## src/rtl/core/flr_pkg.sv

```systemverilog
// ----------------------------------------------------------------------------
// flr_pkg
// Shared types and constants of the line rasterizer.
// ----------------------------------------------------------------------------
package flr_pkg;

	localparam int CoordW = 13;
	localparam int PixelW = 32;
	localparam int RegW   = 9;
	localparam int IdxW   = 1;

	typedef enum logic [1:0] {
		OP_CLEAR = 2'd0,
		OP_LINE  = 2'd1,
		OP_TRI   = 2'd2,
		OP_READ  = 2'd3
	} op_t;

	localparam logic [IdxW-1:0] REG_WIDTH  = 1'b0;
	localparam logic [IdxW-1:0] REG_HEIGHT = 1'b1;

	typedef enum logic [3:0] {
		ST_IDLE,
		ST_CLEAR,
		ST_SETUP,
		ST_DIV,
		ST_STEP,
		ST_RD_WAIT,
		ST_RD_DATA,
		ST_DONE
	} state_t;

	typedef struct packed {
		logic [PixelW-1:0] read_data;
		logic              was_read;
	} result_t;

	typedef struct packed {
		logic [1:0]        opcode;
		logic [CoordW-1:0] x0;
		logic [CoordW-1:0] y0;
		logic [CoordW-1:0] x1;
		logic [CoordW-1:0] y1;
		logic [CoordW-1:0] x2;
		logic [CoordW-1:0] y2;
		logic [PixelW-1:0] colour;
	} cmd_t;

endpackage

```

## src/rtl/core/flr_div.sv

```systemverilog
// ----------------------------------------------------------------------------
// flr_div
// Restoring divider: signed 30-bit numerator over unsigned 14-bit divisor,
// one quotient bit per cycle, truncated toward zero.
// ----------------------------------------------------------------------------
module flr_div import flr_pkg::*; (
	input  logic        clk,
	input  logic        arst_n,
	input  logic        start,
	input  logic [29:0] num,
	input  logic [13:0] den,
	output logic        busy,
	output logic [29:0] quo
);
	logic [28:0] mag_q;
	logic [28:0] q_q;
	logic [14:0] rem_q;
	logic        neg_q;
	logic [4:0]  cnt_q;
	logic [13:0] den_q;
	logic [14:0] trial;
	logic [14:0] diff;

	assign trial = {rem_q[13:0], mag_q[28]};
	assign diff  = trial - {1'b0, den_q};

	// shift in one numerator bit, subtract when it fits
	always_ff @(posedge clk or negedge arst_n) begin
		if (!arst_n) begin
			busy  <= 1'b0;
			cnt_q <= '0;
		end else if (start) begin
			busy  <= 1'b1;
			cnt_q <= 5'd29;
		end else if (busy) begin
			cnt_q <= cnt_q - 5'd1;
			if (cnt_q == 5'd1) busy <= 1'b0;
		end
	end

	always_ff @(posedge clk) begin
		if (start) begin
			neg_q <= num[29];
			mag_q <= num[29] ? 29'(-num) : num[28:0];
			den_q <= den;
			rem_q <= '0;
			q_q   <= '0;
		end else if (busy) begin
			mag_q <= {mag_q[27:0], 1'b0};
			if (!diff[14]) begin
				rem_q <= diff;
				q_q   <= {q_q[27:0], 1'b1};
			end else begin
				rem_q <= trial;
				q_q   <= {q_q[27:0], 1'b0};
			end
		end
	end

	assign quo = neg_q ? -{1'b0, q_q} : {1'b0, q_q};
endmodule

```

## config.mk

```make
export PLATFORM = sky130hd
export DESIGN_NAME = flr_div
export DESIGN_NICKNAME = d
export VERILOG_FILES = /design/src/rtl/core/flr_pkg.sv /design/src/rtl/core/flr_div.sv
export SDC_FILE = /design/constraint.sdc
export NUM_CORES = 1
export LEC_CHECK = 0
export BUFFER_PORTS_ARGS = -buffer_cell sky130_fd_sc_hd__buf_4
export CAP_MARGIN = 20
export CORE_MARGIN = 2
export CORE_UTILIZATION = 55
export CTS_CLUSTER_DIAMETER = 80
export DETAILED_ROUTE_END_ITERATION = 8
export GPL_TIMING_DRIVEN = 0
export MAX_ROUTING_LAYER = met4
export PLACE_DENSITY = 0.77
export RECOVER_POWER = 100
export SETUP_SLACK_MARGIN = 0.15
export SYNTH_ARGS = -nofsm -noshare
export SYNTH_HDL_FRONTEND = slang
export SYNTH_SLANG_ARGS = --single-unit
export TNS_END_PERCENT = 5
```

## constraint.sdc

```tcl
create_clock -name clk -period 11.45 [get_ports clk]
set_clock_uncertainty 0.15 [all_clocks]
set_input_delay 3.435 -clock clk [delete_from_list [all_inputs] [get_ports clk]]
set_output_delay 3.435 -clock clk [all_outputs]
set_load 0.02 [all_outputs]
```

==> load_flow_metrics.sql <==
INSERT INTO impl_metrics (metric_group, metric, value, unit) VALUES
('power_and_ir_drop', 'vdd_drop_max', '0.0530', 'mV'),
('clocking', 'root_buffer', 'sky130_fd_sc_hd__clkbuf_8', ''),
('sta', 'final-max-slew-violation-count', '0', ''),
('logic_synthesis', 'ys_seq_elements', '93', ''),
('outcome', 'outcome', 'finished, final reports clean', ''),
('min_path', 'worstHoldPathType', 'register to register', ''),
('worst_setup_path', 'critical-path-slowest-cell', 'sky130_fd_sc_hd__or4_1', ''),
('worst_setup_path', 'critical_path.endpoint_type', 'primary output', ''),
('sta', 'tightestPinTransition', '1.11', 'ns'),
('final_layout', 'area_delta_synth_final', '14.9', '%'),
('placement', 'dpl.cell_count', '785', ''),
('final_layout', 'fillCellCount', '815', ''),
('routing', 'detail-route-antenna-nets', '0', ''),
('global_route', 'first_global_vias', '4134', ''),
('routing', 'met2_length', '5.66', 'mm'),
('power_and_ir_drop', 'leakagePower', '2.69', 'nW'),
('worst_setup_path', 'timing.critical_path.required', '7.87', 'ns'),
('placement', 'gpl.final_weighted_congestion', '0.927', ''),
('final_layout', 'layout-drive-gt1-share', '10.5', '%'),
('logic_synthesis', 'postSynthAreaPerCell', '9.48', 'sq um'),
('logic_synthesis', 'ys_top_cells_by_area', 'sky130_fd_sc_hd__edfxtp_1 24%, sky130_fd_sc_hd__dfxtp_1 16%, sky130_fd_sc_hd__mux2i_1 7.0%', ''),
('clocking', 'postCtsSetupRepairBufs', '0', ''),
('die', 'initial_core_utilization', '56.2', '%'),
('clocking', 'tritoncts.num_buffers', '9', ''),
('sta', 'rsz_0062_raised_after_global_routing', 'false', ''),
('global_route', 'grt_first_pass_wirelength', '19.0', 'mm'),
('sta', 'period_share', '60.4', '%'),
('clocking', 'insertion_delay', '0.36', 'ns'),
('routing', 'route.detailed.drc', '0', ''),
('placement', 'io_buffers', '77', ''),
('routing', 'topRoutingLayerUsed', 'met4', ''),
('clocking', 'post_cts_resized', '0', ''),
('routing', 'met3RoutedLength', '507', 'um'),
('power_and_ir_drop', 'cellPowerDensity', '108', 'mW/mm^2'),
('die', 'die_ar', '0.0107', 'sq mm'),
('routing', 'routed_wl', '11.6', 'mm'),
('routing', 'firstDrtPassIters', '4', ''),
('worst_setup_path', 'crit_path_max_incr_delay', '0.60', 'ns'),
('logic_synthesis', 'ys_async_sr_fraction', '6.45', '%'),
('logic_synthesis', 'mappedNetlistNets', '640', ''),
('die', 'design.portCount', '78', ''),
('routing', 'vias_per_cell', '5.61', ''),
('global_route', 'grt-ovfl-total', '0', ''),
('worst_setup_path', 'crit_type', 'register to primary output', ''),
('worst_setup_path', 'cp-start-kind', 'register', ''),
('routing', 'dr_total_vias', '4497', ''),
('final_layout', 'highest_count_cells_in_the_layout_ignoring_fill_and_taps', '76 x sky130_fd_sc_hd__nor2_1, 55 x sky130_fd_sc_hd__clkbuf_1, 44 x sky130_fd_sc_hd__edfxtp_1', ''),
('logic_synthesis', 'ys_types', '56', ''),
('sta', 'setup_violations', '0', ''),
('global_route', 'number_of_antenna_violations_at_the_first_check_in_global_routing', '0', ''),
('logic_synthesis', 'synth_cells', '574', ''),
('clocking', 'total_number_of_h_tree_levels', '3', ''),
('sta', 'finalHoldWorstSlack', '0.335', 'ns'),
('final_layout', 'layout.nets', '729', ''),
('final_layout', 'number_of_standard_cells_in_the_layout_taps_in_and_fillers_out', '801', ''),
('final_layout', 'commonest_non_fill_non_tap_cell_in_the_layout', 'sky130_fd_sc_hd__nor2_1', ''),
('routing', 'drt-wirelength-per-cell', '14.5', 'um'),
('sta', 'timing_hold_violations_final', '0', ''),
('sta', 'tns', '0', 'ns'),
('global_route', 'grt_usage', '23.2', '%'),
('sta', 'final_period_minus_worst_setup_slack', '6.92', 'ns'),
('logic_synthesis', 'yosysSeqAreaShare', '42.9', '%'),
('placement', 'total_cell_area_at_the_placement_stage', '0.00620', 'sq mm'),
('logic_synthesis', 'synth.yosys.warnings', '0', ''),
('clocking', 'cts.path.max_buffers', '2', ''),
('die', 'core_area', '0.00968', 'sq mm'),
('die', 'die_height', '103', 'um'),
('logic_synthesis', 'synthDominantAreaCellType', 'sky130_fd_sc_hd__edfxtp_1', ''),
('routing', 'route.layer.met1.wl', '5.29', 'mm'),
('placement', 'place_hpwl', '8.70', 'mm'),
('logic_synthesis', 'synth_ff_type', 'sky130_fd_sc_hd__edfxtp_1', '');
## where the power goes
part           internal, W  switching (W)   total, W
logic            0.0000398      0.0000503  0.0000901
registers         0.000370     0.00000760   0.000378
clock network    0.0000969       0.000110   0.000207
## path summary, 6_finish.rpt
path	startpoint	endpoint	depth (start not counted)
min reg2reg	rem_q[3]$_SDFFE_PP0P_	rem_q[3]$_SDFFE_PP0P_	2
max in group asynchronous	arst_n	cnt_q[1]$_DFFE_PN0P_	1
min in group asynchronous	arst_n	cnt_q[0]$_DFFE_PN0P_	1
max reg2reg	mag_q[28]$_DFFE_PP_	rem_q[8]$_SDFFE_PP0P_	10
max	q_q[14]$_SDFFE_PP0P_	quo[27]	8
min	rem_q[3]$_SDFFE_PP0P_	rem_q[3]$_SDFFE_PP0P_	2
## flip-flops by register name, summed over array words and instances (netlist names)
register and flops:
busy 1, cnt_q 5, den_q 14, mag_q 29, neg_q 1, q_q 29, rem_q 14
## kinds of logic (layout without fill, tap and decap cells)
family / count (synthesis) / after routing / share of synthesized area, %
simple gates: 171 / 171 / 14.9
compound gates: 135 / 135 / 16.1
flops: 93 / 93 / 42.9
xor+xnor: 66 / 66 / 10.6
buf+inv: 49 / 143 / 3.45
mux: 41 / 41 / 7.61
fa+ha+maj: 19 / 19 / 4.51
## critical path: cells and delay by family (launching register included)
family	cells	cell delay, ns
xor gates and xnor gates	1	0.14
buffers and inverters	1	0.25
AOI/OAI and AO/OA	1	0.18
DFF	1	0.38
and+or+nand+nor	5	2.04
## cells in the mapped netlist, types with 2 or more instances
master,count
sky130_fd_sc_hd__a211oi_1,6
sky130_fd_sc_hd__a21o_1,5
sky130_fd_sc_hd__a21oi_1,42
sky130_fd_sc_hd__a22o_1,2
sky130_fd_sc_hd__a311o_1,2
sky130_fd_sc_hd__and2_1,2
sky130_fd_sc_hd__and3_1,5
sky130_fd_sc_hd__buf_1,6
sky130_fd_sc_hd__clkbuf_1,18
sky130_fd_sc_hd__dfrtp_1,6
sky130_fd_sc_hd__dfxtp_1,43
sky130_fd_sc_hd__edfxtp_1,44
sky130_fd_sc_hd__ha_1,18
sky130_fd_sc_hd__inv_1,24
sky130_fd_sc_hd__mux2_2,3
sky130_fd_sc_hd__mux2i_1,38
sky130_fd_sc_hd__nand2_1,37
sky130_fd_sc_hd__nand2b_1,7
sky130_fd_sc_hd__nand3_1,5
sky130_fd_sc_hd__nand4_1,2
sky130_fd_sc_hd__nor2_1,76
sky130_fd_sc_hd__nor2b_1,7
sky130_fd_sc_hd__nor3_1,5
sky130_fd_sc_hd__nor3b_1,2
sky130_fd_sc_hd__nor4_1,4
sky130_fd_sc_hd__nor4b_1,2
sky130_fd_sc_hd__o21a_1,6
sky130_fd_sc_hd__o21ai_0,32
sky130_fd_sc_hd__o22ai_1,2
sky130_fd_sc_hd__o31a_1,3
sky130_fd_sc_hd__o31ai_1,16
sky130_fd_sc_hd__o41ai_1,6
sky130_fd_sc_hd__or2_2,2
sky130_fd_sc_hd__or3_1,6
sky130_fd_sc_hd__or3_4,3
sky130_fd_sc_hd__or4_1,3
sky130_fd_sc_hd__xnor2_1,35
sky130_fd_sc_hd__xor2_1,31
## layer usage
| metal | vias up | track usage, % |
|---|---|---|
| met5 | - | - |
| met1 | 2132 | 30.3 |
| li1 | 2239 | - |
| met3 | 13 | 2.82 |
| met4 | 0 | 7.39 |
| met2 | 113 | 37.6 |
## per-stage QoR
step                util, %  setup WS, ns
global placement       63.9          5.05
CTS                    66.0          4.63
floorplan                 -          5.15
finish                 64.5          4.53
detailed placement     64.0          5.02
global route           64.5          4.37
## final cells by class
class	count	area, sq um	area share (%)
multi-input cells	432	2920	46.7
clock buffers	12	166	2.66
well taps	133	166	2.66
clock inverters	4	21.3	0.340
repair buffers	78	458	7.33
flip-flops and latches	93	2330	37.3
inverters	24	90.1	1.44
plain buffers	25	97.6	1.56
Power figures use the tool's default switching activity.
